--- config.mk ---
export PLATFORM = sky130hd
export DESIGN_NAME = pcb_div
export DESIGN_NICKNAME = d
export VERILOG_FILES = /design/src/pcb_div.sv
export SDC_FILE = /design/constraint.sdc
export NUM_CORES = 1
export LEC_CHECK = 0
export BUFFER_PORTS_ARGS = -buffer_cell sky130_fd_sc_hd__buf_2
export CAP_MARGIN = 40
export CORE_MARGIN = 4
export CORE_UTILIZATION = 35
export CTS_BUF_LIST = sky130_fd_sc_hd__clkbuf_8
export CTS_CLUSTER_DIAMETER = 200
export CTS_CLUSTER_SIZE = 8
export DETAILED_ROUTE_END_ITERATION = 16
export PLACE_DENSITY = 0.6
export SYNTH_ARGS = -nofsm -noshare
export SYNTH_HDL_FRONTEND = slang
export SYNTH_SLANG_ARGS = --single-unit
--- constraint.sdc ---
create_clock -name clk_i -period 8.2 [get_ports clk_i]
set_input_delay 1.23 -clock clk_i [delete_from_list [all_inputs] [get_ports clk_i]]
set_output_delay 1.23 -clock clk_i [all_outputs]
set_load 0.005 [all_outputs]
--- src/pcb_div.sv ---
// Pipelined restoring divider, one quotient bit per stage.
module pcb_div #(
  parameter int NB = 32,
  parameter int DB = 16,
  parameter int QB = 16
) (
  input  logic          clk_i,
  input  logic          en_i,
  input  logic [NB-1:0] num_i,
  input  logic [DB-1:0] den_i,
  output logic [QB-1:0] quo_o
);

  logic [DB-1:0] rem_q [QB];
  logic [QB-1:0] low_q [QB];
  logic [QB-1:0] quo_q [QB];
  logic [DB-1:0] den_q [QB];

  for (genvar i = 0; i < QB; i++) begin : g_stage
    logic [DB-1:0] rem_in, den_in;
    logic [QB-1:0] low_in, quo_in;
    logic [DB:0]   rem_n, diff;
    logic          ge;

    if (i == 0) begin : g_first
      // upper numerator bits start below the divisor for valid operands
      assign rem_in = num_i[NB-1:QB];
      assign low_in = num_i[QB-1:0];
      assign quo_in = '0;
      assign den_in = den_i;
    end else begin : g_next
      assign rem_in = rem_q[i-1];
      assign low_in = low_q[i-1];
      assign quo_in = quo_q[i-1];
      assign den_in = den_q[i-1];
    end

    assign rem_n = {rem_in, low_in[QB-1]};
    assign ge    = rem_n >= {1'b0, den_in};
    assign diff  = rem_n - {1'b0, den_in};

    always_ff @(posedge clk_i) begin
      if (en_i) begin
        rem_q[i] <= ge ? diff[DB-1:0] : rem_n[DB-1:0];
        low_q[i] <= low_in << 1;
        quo_q[i] <= {quo_in[QB-2:0], ge};
        den_q[i] <= den_in;
      end
    end
  end

  assign quo_o = quo_q[QB-1];

endmodule

After elaboration in Yosys (flattened, before gate mapping):

Memory sizes are Yosys's and may differ from the RTL's.
Index checks and enable logic that the tools add are counted.

* output and inout port bits: 16
* memory bits (writable): 1008
* input bits: 50
* memories kept: 4
* ROM bits: 0
* bits in latches: 0
* register bits: 0

Memories
* den_q: words 16, bits a word 16, rd ports 15, clocked after memory_dff 0, wr ports 16, line 17 `logic [DB-1:0] den_q [QB];`
* quo_q: words 16, bits a word 16, rd ports 16, clocked after memory_dff 0, wr ports 16, line 16 `logic [QB-1:0] quo_q [QB];`
* rem_q: words 16, bits a word 16, rd ports 15, clocked after memory_dff 0, wr ports 16, line 14 `logic [DB-1:0] rem_q [QB];`
* low_q: words 16, bits a word 15, rd ports 15, clocked after memory_dff 0, wr ports 16, line 15 `logic [QB-1:0] low_q [QB];`

* bitwise logic cells: 0
* reduce and logical (&&, ||, !) cells: 0
* div/mod/pow operators: 0
* order comparisons: 16
* muxes and demuxes: 18
* shift-type cells: 0
* multipliers: 0
* add/sub/neg operators: 16
* equal/unequal tests: 0

Operators with widths (number)
* >= comparator 17 x 16 -> 1 bit: 16
* 2-to-1 mux 16 bit: 16
* subtractor 16 bit: 16
* 2-to-1 mux 1 bit: 2

Longest topological paths before layout:

An unclocked memory read counts as a cell.

* depth after elaboration: 3
* gate-level depth with buffers: 11
* gate-level depth less buffers: 10

Least setup slack after synthesis:

Ideal clock, no wire load.

* path type: input -> register
* from: in den_i[10]
* to: mem rem_q[0][10] (data pin)
* stages: 9
* data arrival time: 2.993 ns
* setup time: 0.260 ns
* buffers on the path: 1
* slack: 4.947 ns
* cell sequence: inv_1 -> ha_1 -> clkbuf_1 -> nand4_1 -> o41a_1 -> a31oi_1 -> o21ai_0 -> inv_1 -> mux2_2

RTL lines
* start, declared: line 10 `input logic [DB-1:0] den_i,`
* end, declared: line 14

==> impl_metrics.tcl <==
set metrics [dict create \
    maxCapViolations 0 \
    grt_pass1_wl_mm 120 \
    final.min_clock_period_ps 3320 \
    layout-drive-gt1-share_pct 11.8 \
    period_share_pct 40.4 \
    worst_path_largest_cell_delay_ps 660 \
    synthTopCellsByArea "edfxtp_1, ha_1, mux2_2" \
    hold_end "low_q[0][103]" \
    min_from "low_q[0][87]" \
    startpoint_type "flip-flop" \
    timing.fmax_ghz 0.302 \
    worst_pin_slew_ps 1130 \
    cts_tree "done" \
    place.gp.congestion 0.878 \
    grtUsageTotal_pct 12.7 \
    grt_pass1_vias 22800 \
    synth_area_leader_cell "edfxtp_1" \
    rows 120 \
    cts-resized-gates 0 \
    setup_tns_ps 0 \
    hold_buffers 0 \
    wl_met2_mm 36.4 \
    status "completed" \
    portBuffers 65 \
    drt_iter0_markers 1208 \
    hpwl_mm 51.5 \
    drtAntennaViolNets 0 \
    io_pins 66 \
    rrSetupSlack_ps 4880 \
    firstDrtPassIters 5 \
    chipHeight_um 338 \
    crit_path_start "den_q[0][113]" \
    fin_nets 3459 \
    wl_per_cell_um 16.0 \
    peakVddDrop_mv 0.134 \
    h-tree-depth 3 \
    critPathTopFamily "compound AO/OA/AOI/OAI gates" \
    endpoint_kind "flip-flop" \
    hp-class "flip-flop to flip-flop" \
    yosysSeqAreaShare_pct 57.9 \
    crit_chain "inv_1, ha_1, nor2b_1, o21ai_1, a21o_1, a31oi_1, o2111ai_2, a31oi_4, mux2_2" \
    syn_area_per_cell_sq_um 12.7 \
    grt_overflow 0 \
    synth-async-reset-ratio_pct 0 \
    setup_viol 0 \
    syn_nets 3324 \
    synth_cells 3003 \
    critical_path_class "flip-flop to flip-flop" \
    cp.depth 9 \
    p_per_area_mw_per_mm2 353 \
    antenna_found_initial 2 \
    met3WireLength_mm 2.65 \
    die_w_um 338 \
    cts.sinks 736 \
    rsz0062_at_grt "no" \
    crit_required_ps 8670 \
    post-cts-setup-buffer-count 0 \
    path_max_fanout 17 \
    numCtsBuffers 101 \
    dieArea_sq_mm 0.114 \
    dr.max_layer_used "met4" \
    cp.arrival_ps 3780 \
    core_area_sq_mm 0.108 \
    final_max_slew_viol_count 0 \
    clk_pin_slew_ps 70 \
    vias 22700 \
    yosysWarnings 0 \
    insertion_delay_ps 760 \
    cts_buffer_depth 3 \
    start_util_pct 35.5 \
    reg2reg_to "rem_q[1][2]" \
    cts_root_buf "clkbuf_8" \
    syn_area_sq_mm 0.0382 \
    fin_worst_skew_ps 54.4 \
    holdPathStages 0 \
    yosysUniqueCellTypes 91 \
    viasPerCell 4.99 \
    cp_num_buf_inv 1 \
    regToRegStartpoint "den_q[0][113]" \
    hold_viol 0 \
    synth_edf_count 736 \
    synthToLayoutAreaGrowth_pct 9.19 \
    drt-total-wl_mm 73.0 \
    yosys_most_used_dff "edfxtp_1" \
    finalCoreUtilization_pct 38.7 \
    synth_seq_cells 736 \
    wl_met1_mm 31.5 \
    reg2regPathDepth 9 \
    synth_top_area_share_pct 57.9 \
    leakagePower_nw 16.3 \
    grt_max_degree 169 \
    crit_path_top_delay_cell "a31oi_4" \
    drc_errors 0 \
    slew_headroom_pct 24.9 \
]
[Yosys cell counts (6+ instances only)]
cell type and instances:
a2111oi_0 7, a211o_1 7, a211oi_1 24, a21boi_0 10, a21o_1 56, a21oi_1 156
a31oi_1 26, and2_1 6, and3_1 15, and4_1 10, buf_2 6, buf_6 7
clkbuf_1 29, edfxtp_1 736, fa_1 15, ha_1 256, inv_1 331, mux2_1 13
mux2_2 113, mux2_4 25, mux2i_1 36, nand2_1 140, nand2b_1 28, nand3_1 45
nand3b_1 7, nand4_1 37, nor2_1 172, nor2b_1 49, nor3_1 34, nor4_1 10
o211ai_1 14, o21a_1 65, o21ai_0 143, o21ai_1 6, o21bai_1 17, o22ai_1 11
o31a_1 28, o31ai_1 27, or3_1 20, or4_1 7, xnor2_1 96, xor2_1 47
[logic make-up after synthesis]
group | count (synthesis) | synth area share, %
buf+inv | 379 | 3.98
xor+xnor | 143 | 3.28
simple gates | 603 | 7.81
compound gates | 684 | 12.2
fa+ha+maj | 271 | 9.18
mux | 187 | 5.64
flops | 736 | 57.9
[sequential cells by signal, indices dropped and copies added, names as in the netlist]
register	count
low_q	120
den_q	240
quo_q	136
rem_q	240
[cell type report]
class / instances / area, sq um
Inverter: 331 / 1240
Sequential cell: 736 / 22100
Antenna cell: 5 / 12.5
Fill cell: 10200 / 66000
Clock buffer: 103 / 1420
Tap cell: 1403 / 1760
Multi-Input combinational cell: 1888 / 14600
Timing Repair Buffer: 80 / 536
Clock inverter: 4 / 47.5
[worst max path at each step]
stage | to
after CTS | rem_q[1][2]
after floorplan | rem_q[0][10]
after detailed placement | rem_q[0][10]
after global placement | rem_q[0][10]
after global routing | rem_q[0][36]
final | rem_q[1][2]
[power by group]
group	internal (W)	switching, W	leakage (nW)	total [W]
logic	0.00307	0.00341	8.31	0.00648
registers	0.00535	0.000432	7.19	0.00579
clock network	0.00112	0.00133	0.765	0.00244
total	0.00954	0.00517	16.3	0.0147
[stage by stage]
step	hold slack (ps)	total power, W	area [sq um]	cells	setup slack [ps]
2_1_floorplan	400	0.0109	38200	3003	4950
3_3_place_gp	400	0.0122	40100	4432	3960
3_5_place_dp	405	0.0123	40200	4438	4300
4_1_cts	388	0.0149	41700	4545	4890
5_1_grt	396	0.0159	41700	4550	4690
6_report	383	0.0147	41700	4550	4880
[layer usage]
metal  track usage, %  vias to the layer above
li1                 -                    11400
met1             15.4                    10800
met2             22.5                      332
met3             2.32                      138
met4             5.03                        0
met5                0                        -
[cells in the final DEF (no fill, tap or decap), types with 49 or more instances in the layout]
master    count
edfxtp_1    736
inv_1       331
ha_1        256
nor2_1      172
a21oi_1     156
o21ai_0     141
nand2_1     140
mux2_2      113
clkbuf_8    103
xnor2_1      96
o21a_1       65
buf_2        64
a21o_1       56
nor2b_1      49
[worst register-to-register path: stages, from the launching register on]
cell and delay (ps):
edfxtp_1 480, inv_1 80, ha_1 290, nor2b_1 130, o21ai_1 90, a21o_1 220, a31oi_1 410, o2111ai_2 270
a31oi_4 660, mux2_2 430
(Power assumes the default switching activity.)
