## config.mk

```make
export PLATFORM = sky130hd
export DESIGN_NAME = pcb_isqrt
export DESIGN_NICKNAME = d
export VERILOG_FILES = /design/src/pcb_isqrt.sv
export SDC_FILE = /design/constraint.sdc
export NUM_CORES = 2
export LEC_CHECK = 0
export BUFFER_PORTS_ARGS = -buffer_cell sky130_fd_sc_hd__buf_4
export CELL_PAD_IN_SITES_DETAIL_PLACEMENT = 0
export CELL_PAD_IN_SITES_GLOBAL_PLACEMENT = 1
export CORE_ASPECT_RATIO = 0.9
export CORE_MARGIN = 4
export CORE_UTILIZATION = 45
export CTS_BUF_LIST = sky130_fd_sc_hd__clkbuf_16
export DETAILED_ROUTE_END_ITERATION = 8
export PLACE_DENSITY = 0.71
export RECOVER_POWER = 50
export SYNTH_ARGS = -nofsm -noshare
export SYNTH_HDL_FRONTEND = slang
export SYNTH_SLANG_ARGS = --single-unit
```

## constraint.sdc

```tcl
create_clock -name clk_i -period 3 [get_ports clk_i]
set_clock_uncertainty 0.05 [all_clocks]
set_input_delay 0 -clock clk_i [delete_from_list [all_inputs] [get_ports clk_i]]
set_output_delay 0 -clock clk_i [all_outputs]
set_load 0.01 [all_outputs]
```

## src/pcb_isqrt.sv

```systemverilog
// Pipelined integer square root, two radicand bits per stage.
module pcb_isqrt #(
  parameter int DW = 62
) (
  input  logic            clk_i,
  input  logic            en_i,
  input  logic [DW-1:0]   rad_i,
  output logic [DW/2-1:0] root_o
);

  localparam int N  = DW / 2;
  localparam int RW = N + 3;

  logic [RW-1:0] rem_q  [N];
  logic [N-1:0]  root_q [N];
  logic [DW-1:0] rest_q [N];

  for (genvar i = 0; i < N; i++) begin : g_stage
    logic [RW-1:0] rem_in, rem_n, trial;
    logic [N-1:0]  root_in;
    logic [DW-1:0] rest_in;
    logic          ge;

    if (i == 0) begin : g_first
      assign rem_in  = '0;
      assign root_in = '0;
      assign rest_in = rad_i;
    end else begin : g_next
      assign rem_in  = rem_q[i-1];
      assign root_in = root_q[i-1];
      assign rest_in = rest_q[i-1];
    end

    assign rem_n = {rem_in[RW-3:0], rest_in[DW-1:DW-2]};
    assign trial = RW'({root_in, 2'b01});
    assign ge    = rem_n >= trial;

    always_ff @(posedge clk_i) begin
      if (en_i) begin
        rem_q[i]  <= ge ? (rem_n - trial) : rem_n;
        root_q[i] <= {root_in[N-2:0], ge};
        rest_q[i] <= rest_in << 2;
      end
    end
  end

  assign root_o = root_q[N-1];

endmodule

```

After elaboration in Yosys (flattened, before gate mapping)
Memories as Yosys holds them, arrays and structs flattened. Cells that the tools add are included.

Order comparisons: 31. Bitwise logic cells: 0. Eq/ne operators: 0. Divide/modulo/power cells: 0. Add/sub/neg operators: 31. Shift operators: 0. Reduce and logical (&&, ||, !) cells: 0. Muxes and demuxes: 33. $mul: 0.

Operators by type and width (number): 34-bit 2-to-1 mux (31); 34-bit by 33-bit >= comparator with 1-bit output (30); 34-bit by 33-bit subtractor with 34-bit output (30); 2-bit by 1-bit subtractor with 3-bit output, second input constant (1); 2-bit by 1-bit >= comparator with 1-bit output, second input constant (1); 1-bit 2-to-1 mux (2).

Logic and storage cells: 98. Memories: 3. Bits in writable memories: 3875. Bits in read-only memories: 0. Input bits: 64. Bits in latches: 0. Register bits: 0.

Memory list: rest_q (words 31, width 60, rd ports 30, clocked after Yosys merged registers in 0, write ports 31, line 16) `logic [DW-1:0] rest_q [N];`; rem_q (words 31, width 34, rd ports 30, clocked after Yosys merged registers in 0, write ports 31, line 14) `logic [RW-1:0] rem_q [N];`; root_q (words 31, width 31, rd ports 31, clocked after Yosys merged registers in 0, write ports 31, line 15) `logic [N-1:0] root_q [N];`.

Longest topological paths before layout
An unclocked memory read counts as a cell.

Word-level depth: 3. Mapped depth: 14. Depth with buffers taken out: 12.

Worst setup path after synthesis
OpenSTA, ideal clock, no wires.

Path kind: reg2reg. Start: mem rem_q[1][374] (netlist name). End: mem rem_q[1][412] (netlist name), data pin. Setup time: 0.260 ns. Arrival: 2.975 ns. Period minus slack after synthesis: 3.285 ns. Cell stages (with the launch flop): 11. Slack: -0.285 ns. Buffers on the path: 1. Data required time: 2.690 ns. Path through: edfxtp_1 ha_1 nor2b_1 o31a_1 o31ai_1 a21oi_1 a21oi_1 nand3_1 a311oi_2 clkbuf_1 mux2_2.

RTL lines (line): start: declaration (14).

==> key figures <==
Clock network
  • CTS H-tree lvls: 4
  • Latest clock arrival within the worst-skew pair: 910 ps
  • CTS tree: yes
  • Root Buffer Master: clkbuf_16
  • Clock transition at path regs: 60 ps
  • Sink Count: 2339
  • CTS buffer count: 249
  • Clock Tree Buf Depth: 4

Critical path
  • Worst reg2reg path depth: 9
  • CP arrival: 3700 ps
  • Critical Path RT: 3530 ps
  • CP Launch Type: register
  • Worst Setup End Kind: register
  • Start of the worst register-to-register path: rem_q[1][243]
  • FF-to-FF setup slack: -160 ps
  • Setup CP Type: reg -> reg
  • Worst r2r dst: rem_q[1][294]
  • Critical-path maximum fanout: 5

Floorplanning
  • Die area: 250000 um^2
  • Die Y: 475 um
  • # IOs: 95
  • Core area: 241000 um^2
  • Chip width: 527 um
  • Starting density of the core: 45.2%
  • Std-Cell Rows: 171

Finish
  • Filler cell count in the final layout: 19100
  • Finished Cell Area: 142000 um^2
  • Most frequent cells in the layout: 2339 x edfxtp_1, 1415 x buf_4, 638 x inv_1, 512 x nand2_1, 480 x nor2_1
  • Final net count: 11000
  • Register area: 70200 um^2
  • Area growth, synth to finish: 30.7%
  • Most common cell after layout, fill and taps aside: edfxtp_1
  • Layout cells sized above 1: 29.6%
  • Multi-input logic area: 41200 um^2

Status
  • Failing checks: capacitance limit, slew limit, setup timing
  • Status: finished, violations left

Logic synthesis
  • YS warnings: 0
  • Netlist Area Pre-Place: 109000 um^2
  • Post-synth ARST share: 0%
  • Ranking of synthesized cells by area: edfxtp_1 64%, ha_1 6.1%, xnor2_1 3.2%
  • Synthesized flop and latch total: 2339
  • Main synth FF type: edfxtp_1
  • Area leader, netlist: edfxtp_1
  • Syn_area_per_cell: 13.0 um^2
  • Post-synth cell types: 91
  • Synth Net Count: 9003
  • Syn Inst Count: 8411
  • Proportion of netlist area held by the largest area contributor: 64.5%
  • Post-synthesis sequential area ratio: 64.5%
  • EDFF count, synth: 2339

Timing
  • Slew Limit Fails: 56
  • Final hold viol count: 0
  • Hold WS: 328 ps
  • Slew HR: -52.5%
  • Final WS setup: -165 ps
  • Unrepaired setup endpoints after global routing: true
  • Min Tclk post-route: 3160 ps
  • Worst-Margin Slew: 2290 ps
  • Tcrit/Tclk final: 105%
  • Fmax: 0.316 GHz
  • Fin Setup TNS: -7980 ps
  • Final setup vio count: 112

Global routing
  • First-pass GRT wire length: 389000 um
  • Total GRT Usage: 19.4%
  • Largest net degree at the start of global routing: 109
  • M3 GR Usage: 2.68%
  • Met2 Use GR: 32.1%
  • M1 GR Usage: 26.5%
  • Grt peak-use layer: met2
  • Gr ovfl total: 0
  • Vias in the first global route: 71600
  • Initial antenna violation count: 2

Routing
  • DRT Pass-1 Iters: 8
  • Iter 0 DRT Violations: 4656
  • Average wire per standard cell: 18.3 um
  • Final WL: 253000 um
  • Drt drc: 0
  • Via count: 72100
  • Antenna-violating nets left: 0
  • Vias per std cell: 5.21

Placement
  • Placed Area: 125000 um^2
  • GP Congestion: 0.909
  • Dpl ws: -395 ps
  • Detailed placer's ending HPWL: 178000 um
  • PortBufs: 94

Job
  • Max-Cap Viols: 1

Power and ir drop
  • Max VDD drop: 0.563 mV
  • Pwr/cell area: 710 nW/um^2
  • Leakage: 0.0563 uW

Min path
  • Hold Crit Endpoint: rest_q[0][41]
  • HP Class: in -> reg
  • Worst hold stages: 3
  • Min-delay src: rad_i[41]
[layout make-up]
cell class	instances	area share (%)
inverter	653	1.73
timing repair buffer	1939	11.4
tap	3200	2.81
clock buffer	250	4.40
multi-input combinational	5264	28.9
clock inverter	206	1.34
sequential	2339	49.3
antenna	2	0.00352
[power breakdown]
group	switching (uW)	total, uW	leakage (uW)	internal, uW
logic	13400	26500	0.0298	13100
clock network	12900	30500	0.00402	17600
registers	2780	44000	0.0225	41300
[flip-flops by register name, summed over array words and instances, names as in the netlist]
| register | count |
|---|---|
| rem_q | 913 |
| root_q | 496 |
| rest_q | 930 |
[synth_stat cells, types with 17 or more instances]
master,count
edfxtp_1,2339
inv_1,651
nand2_1,557
nor2_1,544
ha_1,528
a21oi_1,523
o21ai_0,429
xnor2_1,404
xor2_1,352
nor3_1,228
a21o_1,212
nand3_1,162
clkbuf_1,131
nand2b_1,104
mux2_2,94
nor4_1,93
o21a_1,91
nand4_1,80
or3_1,68
and3_1,59
nor2b_1,56
o31ai_1,50
or4_1,50
o21bai_1,49
a31oi_1,47
or2_2,47
a211oi_1,43
nand3b_1,34
o211ai_1,31
and2_1,22
nor3b_1,21
and4_1,18
o41ai_1,17
[metal layers]
layer | wire length (um) | up-vias | part of all wire [%]
met3 | 10400 | 414 | 4.1
met2 | 120000 | 1357 | 47
li1 | - | 35300 | -
met4 | 8270 | 0 | 3.3
met1 | 114000 | 35000 | 45
met5 | 0 | - | 0
[worst max path at each step]
stage                        startpoint            end  slack [ps]  cells after the start
after CTS                 root_q[28][3]  rem_q[1][461]        -170                     14
final                     rem_q[1][243]  rem_q[1][294]        -160                      9
after global placement    rem_q[0][510]   rem_q[1][29]        -470                     10
after floorplan            rem_q[0][90]  rem_q[0][133]        -100                     10
after detailed placement  root_q[15][0]   rem_q[1][29]        -400                     11
after global routing      root_q[23][3]  rem_q[1][294]        -290                     11
[kinds of logic after synthesis]
family          count (synthesis)  synth area share (%)
xor+xnor                      756                  6.08
buf+inv                       808                  2.80
compound gates               1674                  9.53
flops                        2339                  64.5
fa+ha+maj                     528                  6.06
mux                           106                  1.08
simple gates                 2199                  9.97
other cells                     1               0.00344
[through the flow]
| step | std cells | util [%] | total power (uW) |
|---|---|---|---|
| floorplan | 8411 | - | 57200 |
| global placement | 13000 | 51.7 | 67100 |
| detailed placement | 13000 | 51.7 | 67300 |
| CTS | 13700 | 57.0 | 99800 |
| global route | 13900 | 59.0 | 106000 |
| finish | 13900 | 59.0 | 101000 |
[critical path, stage by stage (launching register included)]
cell and delay (ps):
edfxtp_1 550, ha_2 270, or3_4 360, o2111a_1 260, o211ai_1 270, a21oi_2 140, nor4_4 310, buf_4 190
buf_6 130, mux2_4 300
[timing repair]
item / CTS / global route
endpoints found under the setup margin: 548 / 726
setup buffers: 99 / 176
cloned: 14 / 13
pin swaps: 143 / 311
endpoints found under the hold margin: 810 / 0
hold buffers: 126 / 0
resized for setup: 514 / 803
(Power assumes the default switching activity.)
