File: src/pcb_delay.sv
// Enabled delay line for sideband data.
module pcb_delay #(
  parameter int DW    = 8,
  parameter int DEPTH = 4
) (
  input  logic          clk_i,
  input  logic          en_i,
  input  logic [DW-1:0] d_i,
  output logic [DW-1:0] q_o
);

  logic [DW-1:0] stg_q [DEPTH];

  always_ff @(posedge clk_i) begin
    if (en_i) begin
      stg_q[0] <= d_i;
      for (int i = 1; i < DEPTH; i++) begin
        stg_q[i] <= stg_q[i-1];
      end
    end
  end

  assign q_o = stg_q[DEPTH-1];

endmodule

File: config.mk
export PLATFORM = sky130hd
export DESIGN_NAME = pcb_delay
export DESIGN_NICKNAME = d
export VERILOG_FILES = /design/src/pcb_delay.sv
export SDC_FILE = /design/constraint.sdc
export NUM_CORES = 1
export LEC_CHECK = 0
export ABC_AREA = 1
export BUFFER_PORTS_ARGS = -buffer_cell sky130_fd_sc_hd__buf_2
export CORE_UTILIZATION = 51
export DETAILED_ROUTE_END_ITERATION = 7
export PLACE_DENSITY = 0.85
export SKIP_LAST_GASP = 1
export SYNTH_ARGS = -nofsm -noshare
export SYNTH_HDL_FRONTEND = slang
export SYNTH_SLANG_ARGS = --single-unit
export TNS_END_PERCENT = 50
File: constraint.sdc
create_clock -name clk_i -period 0.8 [get_ports clk_i]
set_input_delay 0.16 -clock clk_i [delete_from_list [all_inputs] [get_ports clk_i]]
set_output_delay 0.16 -clock clk_i [all_outputs]
set_load 0.05 [all_outputs]
# Word-level counts from Yosys, hierarchy flattened
# Memories as Yosys holds them, arrays and structs flattened.
# Index checks and enable logic that the tools add are counted.
[op_classes]
n_mul = 0
muxes = 2
order_cmp = 0
n_addsub = 0
bitwise_logic = 0
div_mod_pow = 0
n_shift = 0
eq_ne = 0
n_reduce_logical = 0
[ops]
columns = ["operator", "n"]
rows = [
  ["1-bit two-way mux", 2],
]
[word_totals]
output_inout_bits = 8
ramBits = 32
mem_bits_ro = 0
wordCells = 3
memories = 1
regBits = 0
latch_bits = 0
in_bits = 10
[memory_table]
columns = ["memory", "depth", "width", "read_ports", "rd_clocked_by_memory_dff", "write_ports", "line_no", "rtl"]
rows = [
  ["stg_q", 4, 8, 4, 0, 4, "12", "logic [DW-1:0] stg_q [DEPTH];"],
]

# Depth between registers and ports, before layout
# Gate-level depths: netlist of run 1.
[logic_depth]
depth_word = 2
ltp_mapped = 0
mapped_depth_nobuf = 0

# Least setup slack after synthesis of run 1
# OpenSTA, ideal clock, no wires.
[synth_path]
path_type = "register to output"
startpoint = "memory stg_q[3][0]"
endpoint = "output port q_o[0]"
path_stages_with_launch = 1
slack_ns = 0.039
arrival_ns = 0.601
cell_sequence = "edfxtp_1"
[synth_lines]
columns = ["element", "line_no", "rtl"]
rows = [
  ["start: declaration", "12", ""],
  ["end: declaration", "9", "output logic [DW-1:0] q_o"],
]

==> flow_metrics.tcl, run 1 <==
set metrics [dict create \
    grt_pass1_wl_mm 1.66 \
    syn-instance-count 32 \
    io_pins 18 \
    final_core_util_pct 73.0 \
    finalSetupViolations 8 \
    core_um2 1750 \
    die_w_um 45.4 \
    hpwl_um 754 \
    grt_start_max_net_pins 17 \
    via_per_inst 4.62 \
    via_count 416 \
    syn_area_per_cell_um2 30.0 \
    worst_pin_slew_ns 0.134 \
    pwr-share-comb_pct 6.5 \
    maxSlewViolCount 0 \
    critPathTopFamily "flip-flops" \
    timing_hold_violations_final 0 \
    drv_cap 0 \
    port_buffers 17 \
    cts_made_buffers 5 \
    synth-seq-cells 32 \
    total_power_mw 3.33 \
    diodes 0 \
    nets 74 \
    crit_slowest_cell "edfxtp_1" \
    cts_tree "done" \
    powerDensity_nw_per_um2 2610 \
    start_util_pct 55.1 \
    drive_gt1_share_pct 43.1 \
    p_clk_share_pct 33.3 \
    max_freq_ghz 0.960 \
    yosysUniqueCellTypes 1 \
    arrival_ns 0.88 \
    gp_congestion 0.611 \
    reg2reg_depth 0 \
    status "finished, violations left" \
    relSlewSlack_pct 91.1 \
    first_pass_iters 4 \
    power_frac_seq_pct 60.2 \
    clk_latency_ns 0.32 \
    rows 15 \
    internal-power_mw 2.70 \
    drcViolationCount 0 \
    setup_slack_ns -0.242 \
    cp_slowest_stage_delay_ns 0.40 \
    swShare_pct 19.1 \
    finalWirelength_mm 1.23 \
    hold_class "primary input to register" \
    die_area_um2 2060 \
    path_max_fanout 1 \
    largest_register_ff_count 32 \
    die_h_um 45.4 \
    reg_top3 "stg_q x32" \
    dp.cells 79 \
    critical_path.cell_chain "buf_6" \
    worst-path-buf-inv 1 \
    grt_pass1_vias 390 \
    min_path_cells 1 \
    antenna_found_initial 0 \
    fin_crit_sh_pct 130 \
    grt-ovfl-total 0 \
    cp.depth 1 \
    track_usage_pct 13.7 \
    synthToLayoutAreaGrowth_pct 32.7 \
    power.switching_uw 635 \
    clk_pin_slew_ns 0.09 \
    multi_input_comb_cells 0 \
    irDropWorstVdd_uv 1730 \
    crit_type "register to output pin" \
    dp_worst_setup_slack_ns 0.0201 \
    critPathLaunchType "register" \
    hold_ws_ns 0.0254 \
    leakagePower_nw 0.476 \
    synth_nets 42 \
    h-tree-depth 2 \
    rsz0062_at_grt "yes" \
    stdcell_count 90 \
    largest-register "stg_q" \
    syn_area_um2 961 \
    drtIter0Drc 4 \
    finalCriticalPeriod_ns 1.04 \
    routedWlPerCell_um 13.6 \
    violations "setup timing" \
    finalClockSkew_ns 0.0105 \
    worst_setup_path_end_kind "output pin" \
    clock_sinks 32 \
    clk_path_buf_depth 2 \
    ant_nets 0 \
    cts_root_buf "clkbuf_4" \
    postCtsSetupBuffers 0 \
    ys_seq_area_share_pct 100 \
    multiInputGateArea_um2 0 \
    yosysWarnings 0 \
    required_ns 0.64 \
]
## metrics by stage
step / setup TNS (ns) / area, µm²
floorplan: 0 / 961
global placement: 0 / 1130
detailed placement: 0 / 1130
CTS: -2.03 / 1230
global route: -2.27 / 1270
finish: -1.86 / 1270
## synth_stat cells
library cell	instances	share of area [%]
edfxtp_1	32	100
## power by group through the flow
stage | Sequential [mW] | Clock, mW | Combinational (mW)
after global placement | 2.03 | 0 | 0.173
after CTS | 2.01 | 1.15 | 0.199
after global routing | 2.01 | 1.22 | 0.225
final | 2.01 | 1.11 | 0.216
after detailed placement | 2.04 | 0 | 0.181
after floorplan | 2.11 | 0 | 0
## path summary, 6_finish.rpt
kind | startpoint | end | slack, ns
max | stg_q[3][4] | q_o[4] | -0.24
min reg2reg | stg_q[1][2] | stg_q[2][2] | 0.42
max reg2reg | stg_q[0][0] | stg_q[1][0] | 0.15
min | d_i[7] | stg_q[0][7] | 0.03
## final cells by class
cell class / instances / area (µm²)
Clock inverter: 3 / 37.5
Sequential cell: 32 / 961
Clock buffer: 5 / 37.5
Tap cell: 25 / 31.3
Timing Repair Buffer: 25 / 208
Fill cell: 104 / 470
## cell usage in the layout (no fill, tap or decap)
master,instances
clkinv_1,2
buf_4,6
dlygate4sd3_1,3
buf_12,1
bufinv_16,1
buf_6,6
buf_2,9
clkbuf_4,5
edfxtp_1,32
## kinds of logic (layout without fill, tap and decap cells)
logic type	count (synthesis)	in the layout	share of synthesized area (%)
buf+inv	0	33	0
flops	32	32	100
## metal layers
| metal | part of all wire (%) | routed length, µm | up-vias | GRT usage [%] |
|---|---|---|---|---|
| li1 | - | - | 193 | - |
| met1 | 35 | 435 | 199 | 10.6 |
| met2 | 58 | 710 | 22 | 24.3 |
| met3 | 5.7 | 70 | 2 | 8.33 |
| met4 | 0.82 | 10 | 0 | 9.09 |
| met5 | 0 | 0 | - | 0 |
## what timing repair did
item,4_1_cts,5_1_grt
gates resized for setup,11,4
endpoints found under the hold margin,0,3
endpoints found under the setup margin,8,8
hold buffers,0,3
(Power assumes the default switching activity.)
==> run 2, diff against run 1 <==
--- a/config.mk
+++ b/config.mk
@@ -9,7 +9,7 @@
 export BUFFER_PORTS_ARGS = -buffer_cell sky130_fd_sc_hd__buf_2
 export CORE_UTILIZATION = 51
 export DETAILED_ROUTE_END_ITERATION = 7
-export PLACE_DENSITY = 0.85
+export PLACE_DENSITY_LB_ADDON = 0.05
 export SKIP_LAST_GASP = 1
 export SYNTH_ARGS = -nofsm -noshare
 export SYNTH_HDL_FRONTEND = slang
==> flow_metrics.tcl, run 2 (synthesized netlist as in run 1, its figures left out) <==
set metrics [dict create \
    status "finished, violations left" \
    violations "setup timing" \
    diodes 0 \
    antenna_found_initial 0 \
    drive_gt1_share_pct 38.1 \
    ant_nets 0 \
    dp_worst_setup_slack_ns 0.0432 \
    cts_tree "done" \
    nets 72 \
    finalCriticalPeriod_ns 1.03 \
    path_max_fanout 1 \
    grt_start_max_net_pins 17 \
    irDropWorstVdd_uv 1450 \
    cts_root_buf "clkbuf_4" \
    layout_commonest_cell "edfxtp_1" \
    required_ns 0.64 \
    die_h_um 45.4 \
    postLayoutCellArea_um2 1260 \
    powerDensity_nw_per_um2 2400 \
    relSlewSlack_pct 92.8 \
    dp.cells 76 \
    via_count 406 \
    critical_path.cell_chain "buf_6" \
    setup_slack_ns -0.231 \
    hold_class "primary input to register" \
    seq_area_um2 961 \
    stdcell_count 88 \
    clk_path_buf_depth 2 \
    h-tree-depth 2 \
    critPathTopFamily "flip-flops" \
    cp_slowest_stage_delay_ns 0.40 \
    mostFrequentLayoutCells "32 x edfxtp_1, 9 x buf_2, 8 x buf_6, 5 x clkbuf_4, 4 x dlygate4sd3_1" \
    worst_pin_slew_ns 0.108 \
    finalSetupViolations 8 \
    clock_sinks 32 \
    rows 15 \
    drcViolationCount 0 \
    multi_input_comb_cells 0 \
    grt_pass1_wl_mm 1.66 \
    grt_pass1_vias 383 \
    die_area_um2 2060 \
    maxSlewViolCount 0 \
    largest_register_ff_count 32 \
    via_per_inst 4.61 \
    critPathLaunchType "register" \
    worst-path-buf-inv 1 \
    drtIter0Drc 22 \
    track_usage_pct 13.3 \
    leakagePower_nw 0.459 \
    largest-register "stg_q" \
    io_pins 18 \
    synthToLayoutAreaGrowth_pct 30.7 \
    clk_pin_slew_ns 0.08 \
    placed_area_um2 1120 \
    finalClockSkew_ns 0.00653 \
    fin_crit_sh_pct 129 \
    port_buffers 17 \
    timing_hold_violations_final 0 \
    reg_top3 "stg_q x32" \
    grt-ovfl-total 0 \
    gp_congestion 0.587 \
    finalWirelength_mm 1.10 \
    routedWlPerCell_um 12.4 \
    hold_ws_ns 0.0270 \
    max_freq_ghz 0.970 \
    crit_type "register to output pin" \
    crit_slowest_cell "edfxtp_1" \
    fillers 105 \
    drv_cap 0 \
    multiInputGateArea_um2 0 \
    cts_made_buffers 5 \
    start_util_pct 55.1 \
    clk_latency_ns 0.31 \
    die_w_um 45.4 \
    first_pass_iters 3 \
    core_um2 1750 \
    arrival_ns 0.87 \
    worst_setup_path_end_kind "output pin" \
    rsz0062_at_grt "yes" \
]
run 2: per-layer routing:
layer | up-vias | track usage [%] | wire length (µm)
met5 | - | 0 | 0
met4 | 0 | 7.27 | 0
met3 | 0 | 9.52 | 58
met2 | 22 | 19.7 | 591
met1 | 193 | 13.8 | 445
li1 | 191 | - | -
run 2: path summary, 6_finish.rpt:
check / start / endpoint / slack, ns / cells past startpoint
setup reg to reg: stg_q[1][3] / stg_q[2][3] / 0.16 / 0
hold / removal: d_i[5] / stg_q[0][5] / 0.03 / 1
hold reg to reg: stg_q[1][0] / stg_q[2][0] / 0.42 / 0
setup / recovery: stg_q[3][1] / q_o[1] / -0.23 / 1
run 2: repair_timing:
item	CTS	global route
setup buffers	0	0
hold buffers	0	4
endpoints found under the setup margin	8	8
resized for setup	12	4
endpoints found under the hold margin	0	4
pin swaps	0	0
run 2: layout make-up:
type / count / area share [%]
clock buffer: 7 / 3.59
clock inverter: 1 / 0.299
sequential: 32 / 76.5
tap: 25 / 2.49
timing repair buffer: 23 / 17.1
run 2: per-stage QoR:
step	utilization [%]	power [mW]	setup TNS, ns
final	72.0	3.02	-1.78
after global routing	72.0	3.16	-2.23
after floorplan	-	2.11	0
after global placement	64.0	2.20	0
after detailed placement	64.0	2.22	0
after CTS	68.8	3.03	-1.97
run 2: power breakdown:
part / switching [mW] / leakage (nW) / total (mW) / internal [mW]
Combinational: 0.128 / 0.119 / 0.217 / 0.0893
Clock: 0.460 / 0.0269 / 0.797 / 0.337
Sequential: 0.0325 / 0.313 / 2.01 / 1.97
==> run 3, diff against run 2 <==
--- a/config.mk
+++ b/config.mk
@@ -14,4 +14,4 @@
 export SYNTH_ARGS = -nofsm -noshare
 export SYNTH_HDL_FRONTEND = slang
 export SYNTH_SLANG_ARGS = --single-unit
-export TNS_END_PERCENT = 50
+export TNS_END_PERCENT = 1
==> flow_metrics.tcl, run 3 (synthesized netlist as in run 1, its figures left out) <==
set metrics [dict create \
    ant_nets 0 \
    io_pins 18 \
    nets 70 \
    final_core_util_pct 70.6 \
    grt_start_max_net_pins 17 \
    reg_top3 "stg_q x32" \
    fin_crit_sh_pct 132 \
    die_w_um 45.4 \
    mostFrequentLayoutCells "32 x edfxtp_1, 9 x buf_2, 7 x buf_6, 5 x clkbuf_4" \
    clk_latency_ns 0.31 \
    required_ns 0.64 \
    path_max_fanout 1 \
    worst-path-buf-inv 1 \
    crit_start "stg_q[3][7]" \
    seq_area_um2 961 \
    port_buffers 17 \
    finalSetupViolations 8 \
    cp_slowest_stage_delay_ns 0.38 \
    antenna_found_initial 0 \
    postCtsSetupBuffers 0 \
    diodes 0 \
    clock_sinks 32 \
    powerDensity_nw_per_um2 2450 \
    cts_tree "done" \
    layout_commonest_cell "edfxtp_1" \
    setup_slack_ns -0.254 \
    cp.depth 1 \
    crit_slowest_cell "edfxtp_1" \
    hold_ws_ns 0.0237 \
    clk_pin_slew_ns 0.09 \
    multiInputGateArea_um2 0 \
    hold_class "primary input to register" \
    drtIter0Drc 13 \
    rsz0062_at_grt "yes" \
    status "finished, violations left" \
    drcViolationCount 0 \
    routedWlPerCell_um 12.8 \
    first_pass_iters 2 \
    track_usage_pct 13.2 \
    critPathTopFamily "flip-flops" \
    clk_path_buf_depth 2 \
    grt_pass1_vias 385 \
    die_area_um2 2060 \
    finalCriticalPeriod_ns 1.05 \
    timing_hold_violations_final 0 \
    via_count 397 \
    drive_gt1_share_pct 39.3 \
    h-tree-depth 2 \
    rrSetupSlack_ns 0.16 \
    fillers 114 \
    drv_cap 0 \
    rows 15 \
    largest_register_ff_count 32 \
    worst_setup_path_end_kind "output pin" \
    critPathLaunchType "register" \
    synthToLayoutAreaGrowth_pct 28.3 \
    crit_type "register to output pin" \
    reg2reg_depth 0 \
    total_power_mw 3.02 \
    grt-ovfl-total 0 \
    arrival_ns 0.89 \
    relSlewSlack_pct 90.4 \
    core_um2 1750 \
    timing.rr.start "stg_q[2][5]" \
    start_util_pct 55.1 \
    cts_root_buf "clkbuf_4" \
    maxSlewViolCount 0 \
    multi_input_comb_cells 0 \
    critical_path.cell_chain "buf_4" \
    violations "setup timing" \
    via_per_inst 4.62 \
    irDropWorstVdd_uv 1450 \
    largest-register "stg_q" \
    grt_pass1_wl_mm 1.63 \
    finalWirelength_mm 1.10 \
    leakagePower_nw 0.450 \
    die_h_um 45.4 \
    gp_congestion 0.587 \
    cts_made_buffers 5 \
    timing.rr.end "stg_q[3][5]" \
    finalClockSkew_ns 0.00861 \
    worst_pin_slew_ns 0.145 \
    max_freq_ghz 0.949 \
    dp_worst_setup_slack_ns 0.0432 \
    cp-endpoint "q_o[7]" \
]
## run 3: cell types whose count changed in the layout (fill, tap and decap cells not counted)
cell           previous run  this run
dlygate4sd3_1             4         2
buf_4                     0         1
buf_6                     8         7
## run 3: how the worst min path moves through the flow
stage / startpoint / end / slack, ns / cells after the start
after floorplan: d_i[0] / stg_q[0][0] / 0.26 / 0
after global placement: d_i[5] / stg_q[0][5] / 0.34 / 1
after detailed placement: d_i[6] / stg_q[0][6] / 0.34 / 1
after CTS: d_i[2] / stg_q[0][2] / 0.007 / 1
after global routing: d_i[1] / stg_q[0][1] / -0.007 / 1
final: d_i[6] / stg_q[0][6] / 0.02 / 1
## run 3: power breakdown
group	switching [mW]	total (mW)	leakage [nW]	internal, mW
logic	0.126	0.208	0.110	0.0812
registers	0.0319	2.00	0.313	1.97
clock network	0.474	0.812	0.0269	0.337
total	0.632	3.02	0.450	2.39
## run 3: cell type report
cell class,count,area share (%)
well taps,25,2.54
clock inverters,1,0.305
clock buffers,7,3.65
repair buffers,21,15.5
flip-flops and latches,32,78.0
## run 3: repair_timing
action,CTS,global route
gates resized for setup,9,6
endpoints found under the setup margin,8,8
hold buffers,0,2
hold endpoints to repair,0,2
## run 3: metrics by stage
| stage | setup TNS, ns | area [µm²] | cells |
|---|---|---|---|
| floorplan | 0 | 961 | 32 |
| global placement | 0 | 1120 | 76 |
| detailed placement | 0 | 1120 | 76 |
| CTS | -2.01 | 1190 | 84 |
| global route | -2.28 | 1230 | 86 |
| finish | -1.86 | 1230 | 86 |
## run 3: layer usage
| metal | wire length (µm) | GRT usage [%] | vias to the layer above |
|---|---|---|---|
| met1 | 475 | 13.6 | 192 |
| met5 | 0 | 0 | - |
| met3 | 56 | 7.14 | 0 |
| met4 | 0 | 10.9 | 0 |
| met2 | 565 | 19.4 | 20 |
| li1 | - | - | 185 |
